## src/hw/rtl/mer_pkg.sv

```systemverilog
// ----------------------------------------------------------------------------
// mer_pkg
// Shared types and constants of the midpoint ellipse rasterizer.
// ----------------------------------------------------------------------------
package mer_pkg;

  localparam int COORD_WIDTH_DEF = 10;
  localparam int COLOR_WIDTH     = 16;
  localparam int CFG_INDEX_WIDTH = 3;
  localparam int CFG_DATA_WIDTH  = 16;

  localparam int CANVAS_LEFT_RST   = 0;
  localparam int CANVAS_RIGHT_RST  = 319;
  localparam int CANVAS_TOP_RST    = 0;
  localparam int CANVAS_BOTTOM_RST = 239;

  localparam logic CMD_START = 1'b0;
  localparam logic CMD_NEXT  = 1'b1;

  typedef enum logic [CFG_INDEX_WIDTH-1:0] {
    REG_CANVAS_LEFT   = 3'd0,
    REG_CANVAS_RIGHT  = 3'd1,
    REG_CANVAS_TOP    = 3'd2,
    REG_CANVAS_BOTTOM = 3'd3,
    REG_DRAW_COLOR    = 3'd4
  } cfg_reg_t;

  typedef enum logic [1:0] {
    REGION_DONE = 2'd0,
    REGION_ONE  = 2'd1,
    REGION_TWO  = 2'd2
  } region_t;

  typedef enum logic [3:0] {
    ST_IDLE,
    ST_AXES,
    ST_MUL_A,
    ST_MUL_B,
    ST_MUL_AB,
    ST_MUL_BA,
    ST_INIT,
    ST_EVAL
  } ctrl_state_t;

  typedef enum logic [3:0] {
    DP_NOP,
    DP_LOAD,
    DP_AXES,
    DP_MUL_AA,
    DP_MUL_BB,
    DP_MUL_AAB,
    DP_MUL_BBA,
    DP_INIT1,
    DP_INIT2,
    DP_STEP1,
    DP_STEP2,
    DP_FINISH
  } dp_op_t;

  typedef struct packed {
    dp_op_t op;
  } dp_cmd_t;

  typedef struct packed {
    logic grad_lt;
    logic grad_gt;
    logic out_busy;
  } dp_status_t;

endpackage

```

## src/hw/rtl/mer_ctrl.sv

```systemverilog
// ----------------------------------------------------------------------------
// mer_ctrl
// Sequencer for setup and point stepping of the ellipse rasterizer.
// ----------------------------------------------------------------------------
module mer_ctrl (
  input  logic                clk,
  input  logic                rst,
  input  logic                in_valid,
  output logic                in_ready,
  input  logic                in_cmd,
  input  mer_pkg::dp_status_t status,
  output mer_pkg::dp_cmd_t    dp_cmd
);
  import mer_pkg::*;

  ctrl_state_t state, state_next;
  region_t     region, region_next;

  always_ff @(posedge clk) begin
    if (rst) begin
      state  <= ST_IDLE;
      region <= REGION_DONE;
    end else begin
      state  <= state_next;
      region <= region_next;
    end
  end

  always_comb begin
    state_next  = state;
    region_next = region;
    dp_cmd.op   = DP_NOP;
    in_ready    = 1'b0;
    case (state)
      ST_IDLE: begin
        in_ready = 1'b1;
        if (in_valid) begin
          if (in_cmd == CMD_START) begin
            dp_cmd.op  = DP_LOAD;
            state_next = ST_AXES;
          end else begin
            state_next = ST_EVAL;
          end
        end
      end
      ST_AXES: begin
        dp_cmd.op  = DP_AXES;
        state_next = ST_MUL_A;
      end
      ST_MUL_A: begin
        dp_cmd.op  = DP_MUL_AA;
        state_next = ST_MUL_B;
      end
      ST_MUL_B: begin
        dp_cmd.op  = DP_MUL_BB;
        state_next = ST_MUL_AB;
      end
      ST_MUL_AB: begin
        dp_cmd.op  = DP_MUL_AAB;
        state_next = ST_MUL_BA;
      end
      ST_MUL_BA: begin
        dp_cmd.op  = DP_MUL_BBA;
        state_next = ST_INIT;
      end
      ST_INIT: begin
        dp_cmd.op   = DP_INIT1;
        region_next = REGION_ONE;
        state_next  = ST_IDLE;
      end
      ST_EVAL: begin
        if (!status.out_busy) begin
          case (region)
            REGION_ONE: begin
              if (status.grad_lt) begin
                dp_cmd.op  = DP_STEP1;
                state_next = ST_IDLE;
              end else begin
                dp_cmd.op   = DP_INIT2;
                region_next = REGION_TWO;
              end
            end
            REGION_TWO: begin
              state_next = ST_IDLE;
              if (status.grad_gt) begin
                dp_cmd.op = DP_STEP2;
              end else begin
                dp_cmd.op   = DP_FINISH;
                region_next = REGION_DONE;
              end
            end
            default: begin
              dp_cmd.op   = DP_FINISH;
              region_next = REGION_DONE;
              state_next  = ST_IDLE;
            end
          endcase
        end
      end
      default: begin
        state_next = ST_IDLE;
      end
    endcase
  end

endmodule

```

## src/hw/rtl/mer_datapath.sv

```systemverilog
// ----------------------------------------------------------------------------
// mer_datapath
// Canvas registers, setup arithmetic with a shared multiplier, midpoint
// stepping and the result register of the ellipse rasterizer.
// ----------------------------------------------------------------------------
module mer_datapath #(
  parameter int COORD_WIDTH = mer_pkg::COORD_WIDTH_DEF
) (
  input  logic                               clk,
  input  logic                               rst,
  input  logic                               cfg_we,
  input  logic [mer_pkg::CFG_INDEX_WIDTH-1:0] cfg_index,
  input  logic [mer_pkg::CFG_DATA_WIDTH-1:0]  cfg_data,
  input  logic [COORD_WIDTH-1:0]             anchor_x,
  input  logic [COORD_WIDTH-1:0]             anchor_y,
  input  logic [COORD_WIDTH-1:0]             drag_x,
  input  logic [COORD_WIDTH-1:0]             drag_y,
  input  mer_pkg::dp_cmd_t                   dp_cmd,
  output mer_pkg::dp_status_t                status,
  input  logic                               out_ready,
  output logic                               out_valid,
  output logic [COORD_WIDTH-1:0]             x_right,
  output logic [COORD_WIDTH-1:0]             x_left,
  output logic [COORD_WIDTH-1:0]             y_lower,
  output logic [COORD_WIDTH-1:0]             y_upper,
  output logic [mer_pkg::COLOR_WIDTH-1:0]    pixel_color,
  output logic                               points_valid,
  output logic                               finished
);
  import mer_pkg::*;

  localparam int W  = COORD_WIDTH;
  localparam int DW = 3 * W + 3;

  logic [W-1:0]             canvas_left, canvas_right, canvas_top, canvas_bottom;
  logic [COLOR_WIDTH-1:0]   draw_color;

  logic [W-1:0]             ax, ay, dx, dy;
  logic [W-1:0]             dx_clamp, dy_clamp;
  logic [W-1:0]             lx, hx, ly, hy;
  logic [W:0]               sum_x, sum_y;
  logic [W-1:0]             cx_new, cy_new;

  logic [W-1:0]             center_x, center_y, semi_a, semi_b;
  logic [2*W-1:0]           a_squared, b_squared;
  logic [3*W-1:0]           aab, bba;
  logic [W-1:0]             step_x, step_y;
  logic signed [DW-1:0]     grad_x, grad_y, decision;

  logic [2*W-1:0]           mul_a;
  logic [W-1:0]             mul_b;
  logic [3*W-1:0]           product;

  logic signed [DW-1:0]     asq_d, bsq_d, aab_d, bba_d, aq_d, bq_d, two_asq, two_bsq;
  logic signed [DW-1:0]     gx_inc, gx_dec, gy_inc, gy_dec;

  always_ff @(posedge clk) begin
    if (rst) begin
      canvas_left   <= W'(CANVAS_LEFT_RST);
      canvas_right  <= W'(CANVAS_RIGHT_RST);
      canvas_top    <= W'(CANVAS_TOP_RST);
      canvas_bottom <= W'(CANVAS_BOTTOM_RST);
      draw_color    <= '0;
    end else if (cfg_we) begin
      case (cfg_index)
        REG_CANVAS_LEFT:   canvas_left   <= cfg_data[W-1:0];
        REG_CANVAS_RIGHT:  canvas_right  <= cfg_data[W-1:0];
        REG_CANVAS_TOP:    canvas_top    <= cfg_data[W-1:0];
        REG_CANVAS_BOTTOM: canvas_bottom <= cfg_data[W-1:0];
        REG_DRAW_COLOR:    draw_color    <= cfg_data[COLOR_WIDTH-1:0];
        default: ;
      endcase
    end
  end

  always_comb begin
    if (drag_x < canvas_left) begin
      dx_clamp = canvas_left + W'(1);
    end else if (drag_x > canvas_right) begin
      dx_clamp = canvas_right - W'(1);
    end else begin
      dx_clamp = drag_x;
    end
    if (drag_y < canvas_top) begin
      dy_clamp = canvas_top + W'(1);
    end else if (drag_y > canvas_bottom) begin
      dy_clamp = canvas_bottom - W'(1);
    end else begin
      dy_clamp = drag_y;
    end
  end

  always_comb begin
    lx     = (ax < dx) ? ax : dx;
    hx     = (ax < dx) ? dx : ax;
    ly     = (ay < dy) ? ay : dy;
    hy     = (ay < dy) ? dy : ay;
    sum_x  = {1'b0, lx} + {1'b0, hx};
    sum_y  = {1'b0, ly} + {1'b0, hy};
    cx_new = sum_x[W:1];
    cy_new = sum_y[W:1];
  end

  always_comb begin
    case (dp_cmd.op)
      DP_MUL_AA: begin
        mul_a = {{W{1'b0}}, semi_a};
        mul_b = semi_a;
      end
      DP_MUL_BB: begin
        mul_a = {{W{1'b0}}, semi_b};
        mul_b = semi_b;
      end
      DP_MUL_AAB: begin
        mul_a = a_squared;
        mul_b = semi_b;
      end
      DP_MUL_BBA: begin
        mul_a = b_squared;
        mul_b = semi_a;
      end
      default: begin
        mul_a = '0;
        mul_b = '0;
      end
    endcase
    product = {{W{1'b0}}, mul_a} * {{(2*W){1'b0}}, mul_b};
  end

  always_comb begin
    asq_d   = {{(DW-2*W){1'b0}}, a_squared};
    bsq_d   = {{(DW-2*W){1'b0}}, b_squared};
    aab_d   = {{(DW-3*W){1'b0}}, aab};
    bba_d   = {{(DW-3*W){1'b0}}, bba};
    aq_d    = {{(DW-2*W+2){1'b0}}, a_squared[2*W-1:2]};
    bq_d    = {{(DW-2*W+2){1'b0}}, b_squared[2*W-1:2]};
    two_asq = {asq_d[DW-2:0], 1'b0};
    two_bsq = {bsq_d[DW-2:0], 1'b0};
    gx_inc  = grad_x + two_bsq;
    gx_dec  = grad_x - two_bsq;
    gy_inc  = grad_y + two_asq;
    gy_dec  = grad_y - two_asq;
  end

  always_ff @(posedge clk) begin
    case (dp_cmd.op)
      DP_LOAD: begin
        ax <= anchor_x;
        ay <= anchor_y;
        dx <= dx_clamp;
        dy <= dy_clamp;
      end
      DP_AXES: begin
        center_x <= cx_new;
        center_y <= cy_new;
        semi_a   <= hx - cx_new;
        semi_b   <= hy - cy_new;
      end
      DP_MUL_AA:  a_squared <= product[2*W-1:0];
      DP_MUL_BB:  b_squared <= product[2*W-1:0];
      DP_MUL_AAB: aab       <= product;
      DP_MUL_BBA: bba       <= product;
      DP_INIT1: begin
        step_x   <= '0;
        step_y   <= semi_b;
        grad_x   <= '0;
        grad_y   <= {aab_d[DW-2:0], 1'b0};
        decision <= bsq_d - aab_d + aq_d;
      end
      DP_INIT2: begin
        step_x   <= semi_a;
        step_y   <= '0;
        grad_x   <= {bba_d[DW-2:0], 1'b0};
        grad_y   <= '0;
        decision <= asq_d - bba_d + bq_d;
      end
      DP_STEP1: begin
        step_x <= step_x + W'(1);
        grad_x <= gx_inc;
        if (decision[DW-1]) begin
          decision <= decision + gx_inc + bsq_d;
        end else begin
          step_y   <= step_y - W'(1);
          grad_y   <= gy_dec;
          decision <= decision + gx_inc - gy_dec + bsq_d;
        end
      end
      DP_STEP2: begin
        step_y <= step_y + W'(1);
        grad_y <= gy_inc;
        if (decision[DW-1]) begin
          decision <= decision + gy_inc + asq_d;
        end else begin
          step_x   <= step_x - W'(1);
          grad_x   <= gx_dec;
          decision <= decision + gy_inc - gx_dec + asq_d;
        end
      end
      default: ;
    endcase
  end

  always_ff @(posedge clk) begin
    if (dp_cmd.op == DP_STEP1 || dp_cmd.op == DP_STEP2) begin
      x_right      <= center_x + step_x;
      x_left       <= center_x - step_x;
      y_lower      <= center_y + step_y;
      y_upper      <= center_y - step_y;
      pixel_color  <= draw_color;
      points_valid <= 1'b1;
      finished     <= 1'b0;
    end else if (dp_cmd.op == DP_FINISH) begin
      x_right      <= '0;
      x_left       <= '0;
      y_lower      <= '0;
      y_upper      <= '0;
      pixel_color  <= draw_color;
      points_valid <= 1'b0;
      finished     <= 1'b1;
    end
  end

  always_ff @(posedge clk) begin
    if (rst) begin
      out_valid <= 1'b0;
    end else if (dp_cmd.op == DP_STEP1 || dp_cmd.op == DP_STEP2 ||
                 dp_cmd.op == DP_FINISH) begin
      out_valid <= 1'b1;
    end else if (out_ready) begin
      out_valid <= 1'b0;
    end
  end

  assign status.grad_lt  = grad_x < grad_y;
  assign status.grad_gt  = grad_x > grad_y;
  assign status.out_busy = out_valid && !out_ready;

endmodule

```

## src/hw/rtl/midpoint_ellipse_rasterizer_top.sv

```systemverilog
// ----------------------------------------------------------------------------
// midpoint_ellipse_rasterizer_top
// Midpoint ellipse rasterizer: a start transaction sets up an ellipse from two
// corners; each next transaction returns a group of four symmetric points or an end marker.
// ----------------------------------------------------------------------------
// Setup: a start transaction holds s_tready low through the center step, the four
// multiplies on one shared multiplier and the initial terms, then raises it again.
// A next transaction goes to the evaluate step, which waits while a result stalls,
// first loads the region 2 terms when crossing from region 1 to region 2, and then
// fills the result register behind m_tvalid; s_tready stays low until it is done.
// Reset clears control state and the result valid flag and loads the canvas reset bounds.
module midpoint_ellipse_rasterizer_top #(
  parameter int COORD_WIDTH = mer_pkg::COORD_WIDTH_DEF
) (
  input  logic                                clk,
  input  logic                                rst,
  input  logic                                cfg_we,
  input  logic [mer_pkg::CFG_INDEX_WIDTH-1:0] cfg_index,
  input  logic [mer_pkg::CFG_DATA_WIDTH-1:0]  cfg_data,
  input  logic                                s_tvalid,
  output logic                                s_tready,
  // anchor_x, anchor_y, drag_x, drag_y, zero fill
  input  logic [((4*COORD_WIDTH+7)/8)*8-1:0]  s_tdata,
  // cmd
  input  logic                                s_tuser,
  output logic                                m_tvalid,
  input  logic                                m_tready,
  // x_right, x_left, y_lower, y_upper, pixel_color, zero fill
  output logic [((4*COORD_WIDTH+mer_pkg::COLOR_WIDTH+7)/8)*8-1:0] m_tdata,
  // points_valid, finished
  output logic [1:0]                          m_tuser
);
  import mer_pkg::*;

  localparam int W       = COORD_WIDTH;
  localparam int OUT_RAW = 4 * W + COLOR_WIDTH;
  localparam int OUT_W   = ((OUT_RAW + 7) / 8) * 8;

  dp_cmd_t                dp_cmd;
  dp_status_t             status;
  logic [W-1:0]           x_right, x_left, y_lower, y_upper;
  logic [COLOR_WIDTH-1:0] pixel_color;
  logic                   points_valid, finished;

  mer_ctrl u_ctrl (
    .clk      (clk),
    .rst      (rst),
    .in_valid (s_tvalid),
    .in_ready (s_tready),
    .in_cmd   (s_tuser),
    .status   (status),
    .dp_cmd   (dp_cmd)
  );

  mer_datapath #(
    .COORD_WIDTH (COORD_WIDTH)
  ) u_datapath (
    .clk          (clk),
    .rst          (rst),
    .cfg_we       (cfg_we),
    .cfg_index    (cfg_index),
    .cfg_data     (cfg_data),
    .anchor_x     (s_tdata[W-1:0]),
    .anchor_y     (s_tdata[2*W-1:W]),
    .drag_x       (s_tdata[3*W-1:2*W]),
    .drag_y       (s_tdata[4*W-1:3*W]),
    .dp_cmd       (dp_cmd),
    .status       (status),
    .out_ready    (m_tready),
    .out_valid    (m_tvalid),
    .x_right      (x_right),
    .x_left       (x_left),
    .y_lower      (y_lower),
    .y_upper      (y_upper),
    .pixel_color  (pixel_color),
    .points_valid (points_valid),
    .finished     (finished)
  );

  assign m_tdata = OUT_W'({pixel_color, y_upper, y_lower, x_left, x_right});
  assign m_tuser = {finished, points_valid};

endmodule

```

## config.mk

```make
export PLATFORM = sky130hd
export DESIGN_NAME = midpoint_ellipse_rasterizer_top
export DESIGN_NICKNAME = d
export VERILOG_FILES = /design/src/hw/rtl/mer_pkg.sv /design/src/hw/rtl/mer_ctrl.sv /design/src/hw/rtl/mer_datapath.sv /design/src/hw/rtl/midpoint_ellipse_rasterizer_top.sv
export SDC_FILE = /design/constraint.sdc
export NUM_CORES = 2
export LEC_CHECK = 0
export ABC_AREA = 1
export BUFFER_PORTS_ARGS = -buffer_cell sky130_fd_sc_hd__buf_2
export CORE_MARGIN = 2
export CORE_UTILIZATION = 45
export DETAILED_ROUTE_END_ITERATION = 8
export PLACE_DENSITY = 0.67
export SLEW_MARGIN = 20
export SYNTH_ARGS = -nofsm -noshare
export SYNTH_HDL_FRONTEND = slang
export SYNTH_SLANG_ARGS = --single-unit
export TNS_END_PERCENT = 10
```

## constraint.sdc

```tcl
create_clock -name clk -period 8.85 [get_ports clk]
set_input_delay 0.885 -clock clk [delete_from_list [all_inputs] [get_ports clk]]
set_output_delay 0.885 -clock clk [all_outputs]
set_load 0.1 [all_outputs]
```

==> results.md <==
* Initial Util at between 40% and 50%
* H-tree levels at 2
* Number of global-route vias before repair at roughly 53000
* Clock sinks at about 420
* Syn-to-layout area delta at 11.2%
* Yosys top cell by area: edfxtp_1
* CP max FO at 6
* CP startpoint kind: flip-flop
* Reg2Reg Depth at 35
* CP max-delay cell: edfxtp_1
* Worst path most repeated cell: nand2_1
* Die Area at between 100000 and 150000 um^2
* FF-to-FF Start: u_datapath.b_squared[3]$_DFFE_PN_
* Fin area at 58600 um^2
* Clk buf depth at 3
* Final Routed Wirelength at between 200000 and 300000 um
* FMAX at around 120 MHz
* Remaining Overflow, GRT at 0
* Die span in y at about 350 um
* Nets@finish at 8747
* Synth cell types at 58
* Skew-Pair Late Insertion Delay at around 0.68 ns
* Final Critical Period at between 8 and 9 ns
* Fillers at 11900
* Wire per inst at 26.6 um
* # port buffers at 124
* Most numerous cell in the Yosys netlist: nand2_1
* Max-slew violations at 0
* Ports at between 100 and 150
* Fraction of layout instances using a drive strength above 1 at 7.47%
* Slowest stage delay, CP at 0.55 ns
* Sequential-to-total area share from yosys stat at around 22%
* Mean Syn Cell Area at just under 7 um^2
* Critical Path AT at ~9 ns
* Hold Path Depth at 1
* Count of flip-flops with a built-in enable after synthesis at ~350
* Top cells by count, synth: 1856 x nand2_1, 1309 x inv_1, 773 x nor2_1
* Largest cells by area after synthesis: edfxtp_1 20%, ha_1 14%, nand2_1 13%, inv_1 9.3%, fa_1 7.7%
* Antenna violations before repair at 13
* Warnings from Yosys at 0
* R2r setup slk at between 0.2 and 0.25 ns
* Vias per std cell at 5.79
* Setup violators final at 0
* Number of nets with antenna violations after routing at 0
* Synthesized area at about 53000 um^2
* Row count at approximately 130
* Number of hold violations in the final report at 0
* Reg area at 11800 um^2
* Period Utilization, post-route at just under 100%
* Number of post-CTS setup repair buffers at 0
* Core Region at 116000 um^2
* Clk_skew at 0.0401 ns
* Total global-route track usage at 41.0%
* Core Util, Final at roughly 50%
* Via count at 54800
* Global-route wire length before repair at 357000 um
* Worst Slack Setup Final at between 0.2 and 0.25 ns
* Worst Hold Launch: s_tdata[7]
* Root Driver: clkbuf_16
* Multi-input logic area at approximately 35000 um^2
* Syn Nets at ~8400
* R2R Path End: u_datapath.decision[23]$_DFFE_PP_
* Die X at 346 um
* CTS tree: done
* Hold Path Class: primary input to flip-flop
* CP required at slightly above 9 ns
* DRT iter0 DRCs at 5744
* Max_cap viols at 0
* Asr flop ratio synth at 0%
* Synthesized flop and latch total at 415
* Setup WS pre-CTS at ~0.27 ns
* Hold EP: u_datapath.ax[7]$_DFFE_PN_
* Least-Margin Pin Slew at roughly 1.3 ns
* CP endpoint kind: flip-flop
* Drt drc at 0
* DRT Pass-1 Iters at 6
* Setup TNS at 0 ns
* Status: finished, final reports clean
* Synth Flop Type: edfxtp_1
* Top cell type's share of synthesized area at between 20% and 30%
* Number of buffers created by CTS at 51
* Setup CP Type: flip-flop to flip-flop
* Area after DPL at between 50000 and 60000 um^2
* Cells after Synth at roughly 7600
* Slew HR at 14.3%
* Largest net degree at the start of global routing at 55
* Worst-path clk slew at approximately 0.06 ns
* Hpwl dp at 214000 um
* RSZ-0062 raised after global routing: no
* Gpl congestion at 1.15
==> what timing repair did <==
item,in CTS,in global routing
setup endpoints to repair,0,8
gates resized for setup,0,4
hold buffers,0,0
==> registers in the layout, summed over array words and instances (netlist names), 16 cells and up <==
signal,cells
u_datapath.aab,30
u_datapath.draw_color,16
u_datapath.b_squared,20
u_datapath.grad_y,32
u_datapath.decision,33
u_datapath.pixel_color,16
u_datapath.a_squared,20
u_datapath.bba,30
u_datapath.grad_x,32
==> routing by layer <==
layer | routed length (um) | global-route usage (%) | up-vias
met5 | 40 | 0 | -
met4 | 17800 | 24.3 | 6
met3 | 22700 | 7.34 | 589
met2 | 114000 | 66.8 | 2758
met1 | 97500 | 50.7 | 26200
li1 | - | - | 25200
==> worst max path at each step <==
stage	slack, ns	depth (start not counted)	end	from
after floorplan	1.21	31	u_datapath.aab[28]$_DFFE_PN_	u_ctrl.state[0]$_SDFFE_PP0P_
after global placement	0.14	35	u_datapath.decision[23]$_DFFE_PP_	u_datapath.b_squared[3]$_DFFE_PN_
after detailed placement	0.27	35	u_datapath.decision[23]$_DFFE_PP_	u_datapath.b_squared[3]$_DFFE_PN_
after CTS	0.26	35	u_datapath.decision[23]$_DFFE_PP_	u_datapath.b_squared[3]$_DFFE_PN_
after global routing	0.004	35	u_datapath.decision[23]$_DFFE_PP_	u_datapath.b_squared[3]$_DFFE_PN_
final	0.23	35	u_datapath.decision[23]$_DFFE_PP_	u_datapath.b_squared[3]$_DFFE_PN_
==> metrics by stage <==
step | hold WS, ns | instances
after global placement | 0.412 | 9359
after detailed placement | 0.419 | 9359
after floorplan | 0.409 | 7574
after global routing | 0.357 | 9455
after CTS | 0.345 | 9453
final | 0.375 | 9461
==> cell usage in the layout, fill, tap and decap left out, drive strengths merged, types with 24 or more instances in the layout <==
master,instances
o21ai,387
nand2,1860
ha,591
nor2,778
xor2,303
a21oi,560
a21o,24
nor3,93
or2,35
edfxtp,351
nand4,113
nor4,24
buf,394
xnor2,56
a31oi,30
o21bai,61
o22ai,26
nand3,377
dfxtp,64
inv,1321
fa,202
o211ai,55
clkbuf,67
==> worst max-delay path, delay by kind of cell, from the launching register on <==
family                     cells  cell delay (ns)
xor gates and xnor gates       2             0.73
buffers and inverters          6             0.83
and+or+nand+nor               13             2.01
AOI/OAI and AO/OA             10             2.46
DFF                            1             0.55
adders and majority gates      4             1.74
==> cell type report <==
class	instances	area share, %
multi-input cells	5706	60.4
inverters	1321	8.47
clock inverters	27	0.619
repair buffers	394	4.62
diodes	7	0.0299
flip-flops and latches	415	20.2
well taps	1524	3.26
clock buffers	67	2.45
==> logic make-up (layout without fill, tap and decap cells) <==
logic type	after synthesis	in the layout	synth area share (%)
adder cells (fa/ha/maj)	793	793	21.7
buffers and inverters	1453	1809	10.6
flip-flops	415	415	22.4
AND/OR/NAND/NOR	3313	3313	26.0
other	0	7	0
XOR/XNOR	359	359	5.97
AO/OA/AOI/OAI	1241	1241	13.4
Power is left out: the tool's default activity adds up to more than one toggle a clock period on the data nets, which glitch-free logic cannot reach.
